## config.mk

```make
export PLATFORM = sky130hd
export DESIGN_NAME = occupancy_on_off_delay_qualifier_top
export DESIGN_NICKNAME = d
export VERILOG_FILES = /design/src/oodq_pkg.sv /design/src/oodq_in_stage.sv /design/src/oodq_qualify.sv /design/src/oodq_out_stage.sv /design/src/occupancy_on_off_delay_qualifier_top.sv
export SDC_FILE = /design/constraint.sdc
export NUM_CORES = 2
export LEC_CHECK = 0
export BUFFER_PORTS_ARGS = -buffer_cell sky130_fd_sc_hd__buf_2
export CORE_UTILIZATION = 45
export CTS_BUF_LIST = sky130_fd_sc_hd__clkbuf_4 sky130_fd_sc_hd__clkbuf_8 sky130_fd_sc_hd__clkbuf_16
export CTS_CLUSTER_DIAMETER = 80
export DETAILED_ROUTE_END_ITERATION = 6
export GPL_TIMING_DRIVEN = 0
export PLACE_DENSITY = 0.67
export SLEW_MARGIN = 20
export SYNTH_ARGS = -nofsm -noshare
export SYNTH_HDL_FRONTEND = slang
export SYNTH_SLANG_ARGS = --single-unit
```

## constraint.sdc

```tcl
create_clock -name clk -period 7.6 [get_ports clk]
set_input_delay 0 -clock clk [delete_from_list [all_inputs] [get_ports clk]]
set_output_delay 0 -clock clk [all_outputs]
set_load 0.02 [all_outputs]
```

## src/oodq_pkg.sv

```systemverilog
// ----------------------------------------------------------------------------
// oodq_pkg
// Shared types and constants for the occupancy on/off delay qualifier.
// ----------------------------------------------------------------------------
`default_nettype none

package oodq_pkg;

    localparam int NUM_CHANNELS = 16;
    localparam int IDX_W        = (NUM_CHANNELS > 1) ? $clog2(NUM_CHANNELS) : 1;
    localparam int CH_W         = 4;
    localparam int TIME_W       = 32;
    localparam int DELAY_W      = 16;
    localparam int COOL_W       = 16;
    localparam int MS_PER_S     = 1000;
    // 65535 s * 1000 fits in 26 bits
    localparam int COOL_MS_W    = 26;

    typedef enum logic
    {
        KIND_SAMPLE = 1'b0,
        KIND_TIMING = 1'b1
    } kind_t;

    typedef struct packed
    {
        kind_t               kind;
        logic [CH_W-1:0]     channel;
        logic                occupied;
        logic [TIME_W-1:0]   now_ms;
        logic [DELAY_W-1:0]  delay_ms;
        logic [COOL_W-1:0]   cooldown_s;
    } sample_t;

    typedef struct packed
    {
        logic [CH_W-1:0] out_channel;
        logic            report_valid;
        logic            report_value;
    } result_t;

    // pipeline control passed from the top level to the stages
    typedef struct packed
    {
        logic load;     // input register takes a new request
        logic advance;  // input register hands its request on
    } pipe_ctrl_t;

endpackage

`default_nettype wire

```

## src/oodq_in_stage.sv

```systemverilog
// ----------------------------------------------------------------------------
// oodq_in_stage
// Input register: holds one accepted request and its valid flag.
// ----------------------------------------------------------------------------
`default_nettype none

module oodq_in_stage
(
    input  wire                  clk,
    input  wire                  rst_n,
    input  oodq_pkg::pipe_ctrl_t ctrl,
    input  oodq_pkg::sample_t    sample,
    output logic                 item_valid,
    output oodq_pkg::sample_t    item
);
    import oodq_pkg::*;

    logic    valid_reg;
    logic    valid_next;
    sample_t item_reg;

    always_comb
    begin
        valid_next = valid_reg;
        if (ctrl.load)
        begin
            valid_next = 1'b1;
        end
        else if (ctrl.advance)
        begin
            valid_next = 1'b0;
        end
    end

    always_ff @(posedge clk or negedge rst_n)
    begin
        if (!rst_n)
        begin
            valid_reg <= 1'b0;
        end
        else
        begin
            valid_reg <= valid_next;
        end
    end

    always_ff @(posedge clk)
    begin
        if (ctrl.load)
        begin
            item_reg <= sample;
        end
    end

    assign item_valid = valid_reg;
    assign item       = item_reg;

endmodule

`default_nettype wire

```

## src/oodq_qualify.sv

```systemverilog
// ----------------------------------------------------------------------------
// oodq_qualify
// Per-channel state and the single-pass edge / timeout evaluation.
// ----------------------------------------------------------------------------
`default_nettype none

module oodq_qualify
(
    input  wire                  clk,
    input  wire                  rst_n,
    input  wire                  commit,
    input  oodq_pkg::sample_t    item,
    output oodq_pkg::result_t    res
);
    import oodq_pkg::*;

    logic                 raw_reg      [NUM_CHANNELS];
    logic                 pend_on_reg  [NUM_CHANNELS];
    logic                 pend_off_reg [NUM_CHANNELS];
    logic [TIME_W-1:0]    on_start_reg [NUM_CHANNELS];
    logic [TIME_W-1:0]    off_start_reg[NUM_CHANNELS];
    logic [DELAY_W-1:0]   delay_reg    [NUM_CHANNELS];
    logic [COOL_MS_W-1:0] cool_ms_reg  [NUM_CHANNELS];

    logic [IDX_W-1:0]     idx;
    logic                 in_range;
    logic                 is_sample;
    logic                 lvl;
    logic                 pend_on_next;
    logic                 pend_off_next;
    logic [TIME_W-1:0]    on_start_next;
    logic [TIME_W-1:0]    off_start_next;
    logic [TIME_W-1:0]    on_elapsed;
    logic [TIME_W-1:0]    off_elapsed;
    logic                 fire_on;
    logic                 fire_off;
    logic [COOL_MS_W-1:0] cool_ms_next;

    assign idx       = IDX_W'(item.channel);
    assign in_range  = (32'(item.channel) < NUM_CHANNELS);
    assign is_sample = (item.kind == KIND_SAMPLE);
    assign lvl       = item.occupied;

    // seconds to ms at write time keeps the multiply off the sample path
    assign cool_ms_next = COOL_MS_W'(item.cooldown_s) * COOL_MS_W'(MS_PER_S);

    always_comb
    begin
        pend_on_next   = pend_on_reg[idx];
        pend_off_next  = pend_off_reg[idx];
        on_start_next  = on_start_reg[idx];
        off_start_next = off_start_reg[idx];

        // edge handling; a repeated edge keeps its older stamp
        if (lvl != raw_reg[idx])
        begin
            if (!lvl)
            begin
                pend_on_next = 1'b0;
                if (!pend_off_reg[idx])
                begin
                    pend_off_next  = 1'b1;
                    off_start_next = item.now_ms;
                end
            end
            else
            begin
                pend_off_next = 1'b0;
                if (!pend_on_reg[idx])
                begin
                    pend_on_next  = 1'b1;
                    on_start_next = item.now_ms;
                end
            end
        end

        on_elapsed  = item.now_ms - on_start_next;
        off_elapsed = item.now_ms - off_start_next;

        fire_on  = pend_on_next && lvl &&
                   ((delay_reg[idx] == '0) ||
                    (on_elapsed >= TIME_W'(delay_reg[idx])));
        fire_off = pend_off_next && !lvl &&
                   ((cool_ms_reg[idx] == '0) ||
                    (off_elapsed >= TIME_W'(cool_ms_reg[idx])));

        if (fire_on)
        begin
            pend_on_next = 1'b0;
        end
        if (fire_off)
        begin
            pend_off_next = 1'b0;
        end

        res.out_channel  = item.channel;
        res.report_valid = in_range && is_sample && (fire_on || fire_off);
        res.report_value = in_range && is_sample && fire_on;
    end

    always_ff @(posedge clk or negedge rst_n)
    begin
        if (!rst_n)
        begin
            for (int i = 0; i < NUM_CHANNELS; i++)
            begin
                raw_reg[i]       <= 1'b0;
                pend_on_reg[i]   <= 1'b0;
                pend_off_reg[i]  <= 1'b0;
                on_start_reg[i]  <= '0;
                off_start_reg[i] <= '0;
                delay_reg[i]     <= '0;
                cool_ms_reg[i]   <= '0;
            end
        end
        else if (commit && in_range)
        begin
            if (is_sample)
            begin
                raw_reg[idx]       <= lvl;
                pend_on_reg[idx]   <= pend_on_next;
                pend_off_reg[idx]  <= pend_off_next;
                on_start_reg[idx]  <= on_start_next;
                off_start_reg[idx] <= off_start_next;
            end
            else
            begin
                delay_reg[idx]   <= item.delay_ms;
                cool_ms_reg[idx] <= cool_ms_next;
            end
        end
    end

endmodule

`default_nettype wire

```

## src/oodq_out_stage.sv

```systemverilog
// ----------------------------------------------------------------------------
// oodq_out_stage
// Result register and the stage-advance decision.
// ----------------------------------------------------------------------------
`default_nettype none

module oodq_out_stage
(
    input  wire                  clk,
    input  wire                  rst_n,
    input  wire                  item_valid,
    input  oodq_pkg::result_t    res,
    input  wire                  result_stall,
    output logic                 advance,
    output logic                 result_valid,
    output oodq_pkg::result_t    result
);
    import oodq_pkg::*;

    logic    valid_reg;
    logic    valid_next;
    result_t result_reg;
    logic    free;

    // slot is free when empty or being taken this cycle
    assign free    = !valid_reg || !result_stall;
    assign advance = item_valid && free;

    always_comb
    begin
        valid_next = valid_reg;
        if (free)
        begin
            valid_next = item_valid;
        end
    end

    always_ff @(posedge clk or negedge rst_n)
    begin
        if (!rst_n)
        begin
            valid_reg <= 1'b0;
        end
        else
        begin
            valid_reg <= valid_next;
        end
    end

    always_ff @(posedge clk)
    begin
        if (advance)
        begin
            result_reg <= res;
        end
    end

    assign result_valid = valid_reg;
    assign result       = result_reg;

endmodule

`default_nettype wire

```

## src/occupancy_on_off_delay_qualifier_top.sv

```systemverilog
// ----------------------------------------------------------------------------
// occupancy_on_off_delay_qualifier_top
// Per-channel occupancy qualifier with on-delay and off-cooldown.
// ----------------------------------------------------------------------------
// Usage:
//  - Request channel (sample_valid / sample_stall / sample): either an
//    occupancy sample (channel, raw level, time in ms) or a timing write
//    (channel, on-delay in ms, off-cooldown in s).
//  - Result channel (result_valid / result_stall / result): exactly one
//    result per request, in order, echoing the channel, with report_valid
//    set when a qualified occupied/clear report fires.
//  - Path: a request passes through the input register, then the result
//    register, before result_valid rises.
//    Throughput: one request per cycle while result_stall holds no result,
//    set by the single read-modify-write of the per-channel state flops.
//  - Back-to-back requests on the same channel are safe: state is written
//    at the edge the request leaves the input register.
//  - Reset clears all channel state (levels, pending flags, stamps, delays
//    and cooldowns) and both pipeline valids at once; no clearing pass.
//  - When result_stall is high with a result held, the pipeline freezes;
//    sample_stall rises only if the input register is also occupied.
// ----------------------------------------------------------------------------
`default_nettype none

module occupancy_on_off_delay_qualifier_top
(
    input  wire                clk,
    input  wire                rst_n,
    input  wire                sample_valid,
    output logic               sample_stall,
    input  oodq_pkg::sample_t  sample,
    output logic               result_valid,
    input  wire                result_stall,
    output oodq_pkg::result_t  result
);
    import oodq_pkg::*;

    pipe_ctrl_t ctrl;
    logic       item_valid;
    sample_t    item;
    result_t    res;
    logic       advance;

    // input register can take a request when empty or when it moves on
    assign sample_stall = item_valid && !advance;
    assign ctrl.load    = sample_valid && !sample_stall;
    assign ctrl.advance = advance;

    oodq_in_stage u_in
    (
        .clk        (clk),
        .rst_n      (rst_n),
        .ctrl       (ctrl),
        .sample     (sample),
        .item_valid (item_valid),
        .item       (item)
    );

    // state commits exactly when the request moves to the result register
    oodq_qualify u_qual
    (
        .clk    (clk),
        .rst_n  (rst_n),
        .commit (advance),
        .item   (item),
        .res    (res)
    );

    oodq_out_stage u_out
    (
        .clk          (clk),
        .rst_n        (rst_n),
        .item_valid   (item_valid),
        .res          (res),
        .result_stall (result_stall),
        .advance      (advance),
        .result_valid (result_valid),
        .result       (result)
    );

endmodule

`default_nettype wire

```

; Yosys cells after proc, flatten, opt, wreduce, memory -nomap -nowiden
; Cells that the tools add are included.
[word_totals]
memories = 0
input_bits = 74
mem_bits_rw = 0
latchBits = 0
mem_bits_ro = 0
elab_cells = 207
regBits = 1822
[classes]
bitwise = 2
reduce_logical = 24
n_mux = 50
n_eq_ne = 1
magnitude_cmp = 4
add_sub_neg = 2
div = 0
mul = 1
shifts = 0
[op_table]
columns = cell, n
row1 = bitwise mux 512 bit, 2
row2 = bitwise mux 416 bit, 1
row3 = two-way mux 32 bit, 11
row4 = binary-select mux 32 bit (select 4 bit), 2
row5 = bitwise mux 256 bit, 1
row6 = demux 32 bit (select 4 bit), 1
row7 = binary-select mux 26 bit (select 4 bit), 1
row8 = demux 26 bit (select 4 bit), 1
row9 = two-way mux 26 bit, 3
row10 = binary-select mux 16 bit (select 4 bit), 1
row11 = demux 16 bit (select 4 bit), 1
row12 = subtractor 32 bit, 2
row13 = bitwise mux 16 bit, 3
row14 = two-way mux 16 bit, 3
row15 = greater-or-equal comparator 32 x 16 -> 1 bit, 1
row16 = greater-or-equal comparator 32 x 26 -> 1 bit, 1
row17 = zero test 26 bit, 1
row18 = "multiplier 16 x 7 -> 23 bit, second input constant", 1
row19 = zero test 16 bit, 1
row20 = two-way mux 1 bit, 15
row21 = binary-select mux 1 bit (select 4 bit), 3
row22 = logical AND 1 bit, 10
row23 = "greater-or-equal comparator 5 bit, second input constant", 1
row24 = zero test 1 bit, 5
row25 = 8 further kinds, 12

; Depth between registers and ports, before layout
[depth]
depth_word = 13
depth_mapped = 37

; Hierarchy
; A second synthesis with hierarchy kept.
[hier_totals]
cells_unflattened = 7469
hier_area_um2 = 83050.9
[by_module_without_submodules]
columns = mod, instances, seq_area_each_um2, area_per_inst_um2, cells_each
row1 = oodq_qualify, 1, 42440.7, 80666.1, 7385
row2 = oodq_in_stage, 1, 2127.0, 2138.3, 73
row3 = oodq_out_stage, 1, 205.2, 224.0, 9
row4 = occupancy_on_off_delay_qualifier_top, 1, 0.0, 22.5, 2

; Worst setup path before layout
; Ideal clock, no wire load.
[synth_path]
path_kind = register to register
startpoint = reg u_in.item_reg (netlist bit u_in.item[65])
endpoint = reg u_qual.pend_off_reg[0] (netlist bit)
path_stages_with_launch = 35
path_slack_ns = -0.382
setup_ns = 0.064
arrival_ns = 7.917
path_cell_list = edfxtp_1 -> buf_6 -> buf_6 -> buf_8 -> buf_8 -> buf_8 -> buf_4 -> buf_4 -> clkbuf_1 -> mux4_2 -> mux4_2 -> mux2i_1 -> buf_2 -> ha_1 -> o211ai_1 -> a21oi_1 -> o311ai_0 -> o21ai_0 -> a41o_1 -> a21oi_1 -> o21bai_1 -> a21oi_1 -> xnor2_1 -> ha_1 -> a21o_1 -> a21o_1 -> a21o_1 -> a211oi_1 -> o21ai_0 -> o221a_2 -> nor4_1 -> nand3_2 -> o41ai_4 -> buf_6 -> mux2_2
[synth_between]
elab_chain_len = 13
[synth_lines]
columns = item, line_no
row1 = "start, declared", oodq_in_stage.sv:20  ; sample_t item_reg;
row2 = "start signal, assigned", oodq_in_stage.sv:51  ; item_reg <= sample;
row3 = NOT 4 -> 5 bit (implied by the code) (*), --
row4 = binary-select mux 32 bit (select 4 bit) / binary-select mux 1 bit (select 4 bit) (equally long branches), "oodq_qualify.sv:52, oodq_qualify.sv:50, oodq_qualify.sv:60"
row5 = two-way mux 32 bit (implied by the code) / two-way mux 1 bit (equally long branches) (2 in a row), "oodq_qualify.sv:52, oodq_qualify.sv:50, oodq_qualify.sv:60"
row6 = two-way mux 32 bit, oodq_qualify.sv:60  ; if (!pend_off_reg[idx])
row7 = two-way mux 32 bit, oodq_qualify.sv:57  ; if (!lvl)
row8 = two-way mux 32 bit, oodq_qualify.sv:55  ; if (lvl != raw_reg[idx])
row9 = subtractor 32 bit, oodq_qualify.sv:78  ; off_elapsed = item.now_ms - off_start_next;
row10 = greater-or-equal comparator 32 x 26 -> 1 bit, oodq_qualify.sv:85  ; (off_elapsed >= TIME_W'(cool_ms_reg[idx])));
row11 = logical OR 1 bit, oodq_qualify.sv:84  ; ((cool_ms_reg[idx] == '0) ||
row12 = logical AND 1 bit, oodq_qualify.sv:83  ; fire_off = pend_off_next && !lvl &&
row13 = two-way mux 1 bit, oodq_qualify.sv:91  ; if (fire_off)
row14 = bitwise mux 16 bit (*), oodq_qualify.sv:122  ; pend_off_reg[idx] <= pend_off_next;
row15 = "end signal, assigned by index", oodq_qualify.sv:122
row16 = "end, declared", oodq_qualify.sv:19  ; logic pend_off_reg [NUM_CHANNELS];
; Every way passes the cells marked *; elsewhere a longest branch is shown, timed or not. The select of a mux whose other input is x is not followed.
; A chain may end at the register's enable or synchronous reset.

; Worst setup path after layout
[layout_path]
startpoint = reg u_in.item_reg (netlist bit u_in.item[68])
endpoint = reg u_qual.pend_off_reg[4] (netlist bit)
; The elaborated chain is that of the path after synthesis.

==> flow_metrics.py <==
metrics = {
    "run_status": {
        "status": "finished, final reports clean",
    },
    "final_layout": {
        "final_cell_mix": "dfrtp_1 (1,698), nand2_1 (1,351), o21ai_0 (1,306)",
        "final_common_cell": "dfrtp_1",
        "synthToLayoutAreaGrowth_pct": 17.4,
        "drive_gt1_share_pct": 22.8,
        "utilization_pct": 53.2,
        "nFillCells": 15400,
        "instances_no_fill": 10000,
        "nets": 7709,
        "final_area_um2": 97400,
    },
    "worst_setup_path": {
        "critPathKind": "register to register",
        "cpMaxStageDelayCell": "clkbuf_2",
        "critPathMaxStageDelay_ps": 640,
        "crit_path_end_kind": "register",
        "crit_path_start_kind": "register",
        "critPathRequiredTime_ps": 8380,
        "crit_arrival_ps": 8360,
        "critical_path.max_fanout": 10,
    },
    "power": {
        "peakVddDrop_v": 0.000280,
        "power_density_nw_per_um2": 307,
        "p_leak_nw": 42.8,
    },
    "drt": {
        "routed_wl_um": 264000,
        "num_vias": 60000,
        "viasPerCell": 5.98,
        "drc": 0,
        "dr.pass1.iters": 7,
        "route.detailed.wl_per_inst_um": 26.3,
        "ant_nets": 0,
        "drtIter0Drc": 6511,
    },
    "placed_design": {
        "place_hpwl_um": 185000,
        "placed_area_um2": 87000,
        "place_inst": 9451,
        "io_buffer_count": 81,
        "gp_congestion": 0.938,
    },
    "floorplan": {
        "fp.dieH_um": 431,
        "dieArea_um2": 186000,
        "ios": 82,
        "coreArea_um2": 183000,
        "initial_core_util_pct": 45.3,
        "rows": 157,
        "die_x_um": 431,
    },
    "grt": {
        "grt_max_degree": 146,
        "first_global_vias": 60600,
        "grt_pass1_wl_um": 392000,
        "grt_usage_pct": 28.5,
        "gr-total-overflow": 0,
        "antenna_found_initial": 6,
    },
    "logic_synthesis": {
        "ys_types": 74,
        "synth_edf_count": 76,
        "yosys_warnings": 0,
        "synth_fp_nets": 7174,
        "synth_largest_area_cell": "dfrtp_1",
        "seq_area_frac_synth_pct": 54.0,
        "syn_area_per_cell_um2": 12.0,
        "synthCells": 6889,
        "ys_async_sr_fraction_pct": 95.7,
        "synth_flop_cell": "dfrtp_1",
        "syn_area_um2": 83000,
        "synth-seq-cells": 1774,
        "synth_top_area_share_pct": 51.2,
        "synthTopCellsByArea": "dfrtp_1 (51%), mux4_2 (14%), o21ai_0 (7.9%)",
    },
    "cts": {
        "clk_pin_slew_ps": 60,
        "clockBufferDepth": 3,
        "clk_latency_ps": 860,
        "cts_inserted_buffers": 188,
        "htreeDepth": 4,
        "clock_sinks": 1774,
        "clock_tree.root_cell": "clkbuf_16",
        "cts_tree": "built",
    },
    "sta": {
        "grt_setup_unrepaired": "yes",
        "fin_tns_setup_ps": 0,
        "setup_viol": 0,
        "fmax_mhz": 132,
        "post-route-period-util_pct": 99.8,
        "finalHoldViolations": 0,
        "drv_slew": 0,
        "worst_clock_skew_ps": 28.6,
        "period_needed_ps": 7580,
        "max-slew-margin-rel_pct": 20.0,
        "worstMarginPinSlew_ps": 1200,
    },
    "run": {
        "drv_cap": 0,
    },
    "worst_hold_path": {
        "min_path_type": "primary input to register",
    },
}
## metal layers
metal  up-vias  global-route usage, %  share of wire, %
met5         -                      0             0.027
met4        10                   15.1               5.9
met3       658                   8.24               9.7
met2      2687                   44.8                47
met1     31000                   35.7                37
li1      25700                      -                 -
## worst max-delay path: cells and delay by family, from the launching register on
kind	cells	cell delay [ps]
compound gates	15	2860
fa+ha+maj	2	470
buf+inv	7	2310
flops	1	470
mux	3	760
xor+xnor	1	160
simple gates	2	440
## metrics by stage
step | hold slack (ps) | worst slack (ps) | power [mW]
after CTS | 273 | -11.2 | 29.6
final | 305 | 16.1 | 29.9
after global routing | 329 | -188 | 31.3
after floorplan | -296 | 9.85 | 17.1
after global placement | 177 | -29740 | 19.5
after detailed placement | -42.0 | -3220 | 19.8
## Yosys cell counts, types with 14 or more instances
master    number
inv_1        126
nor2_1        61
a21oi_1       93
clkbuf_1     429
mux4_2       506
a21o_1        41
a211oi_1      23
mux2_2       400
nand3_1       16
a221oi_1      17
o21ai_0     1314
xnor2_1       39
buf_2         97
xor2_1        23
nor4_1        14
fa_1          56
a22o_1        16
dfrtp_1     1698
nor3_1        19
mux2i_1       68
ha_1         155
nand4_1       16
nand2b_1      25
nand2_1     1351
edfxtp_1      76
## cell families after synthesis
family | count (synthesis) | share of synthesized area (%)
multiplexers | 983 | 20.3
adder cells (fa/ha/maj) | 211 | 3.69
XOR/XNOR | 62 | 0.655
flip-flops | 1774 | 54.0
AND/OR/NAND/NOR | 1569 | 7.57
AO/OA/AOI/OAI | 1606 | 10.4
buffers and inverters | 684 | 3.42
## cell type report
type                            instances  area (µm²)  area share, %
Sequential cell                      1774       44800           46.0
Multi-Input combinational cell       4431       36000           37.0
Clock buffer                          275        5640           5.79
Timing Repair Buffer                  352        3330           3.42
Buffer                                551        3250           3.33
Tap cell                             2464        3080           3.16
Clock inverter                         65         857          0.880
Inverter                              126         473          0.485
Antenna cell                            3        7.51        0.00771
## final timing paths
check / slack (ps) / start / endpoint / cells after the start
worst min register to register: 470 / u_qual.off_start_reg[34] / u_qual.off_start_reg[34] / 2
worst max-delay path: 20 / u_in.item[68] / u_qual.pend_off_reg[4] / 30
worst min-delay path: 310 / sample_valid / u_in.item[20] / 3
max in group asynchronous: 4570 / rst_n / u_qual.cool_ms_reg[134] / 8
worst max register to register: 20 / u_in.item[68] / u_qual.pend_off_reg[4] / 30
min in group asynchronous: 330 / rst_n / u_qual.off_start_reg[499] / 4
## what timing repair did
action / 4_1_cts / 5_1_grt
gates resized for setup: 279 / 94
cloned: 4 / 4
setup buffers: 30 / 67
hold buffers: 148 / 0
hold endpoints to repair: 414 / 0
pin swaps: 6 / 22
endpoints found under the setup margin: 34 / 34
## power by group
group          internal [mW]  switching, mW  leakage [nW]
clock                   5.64           3.98          3.25
combinational           3.28           4.81          15.9
sequential              11.2          0.992          23.6
total                   20.1           9.77          42.8
(Power assumes the default switching activity.)
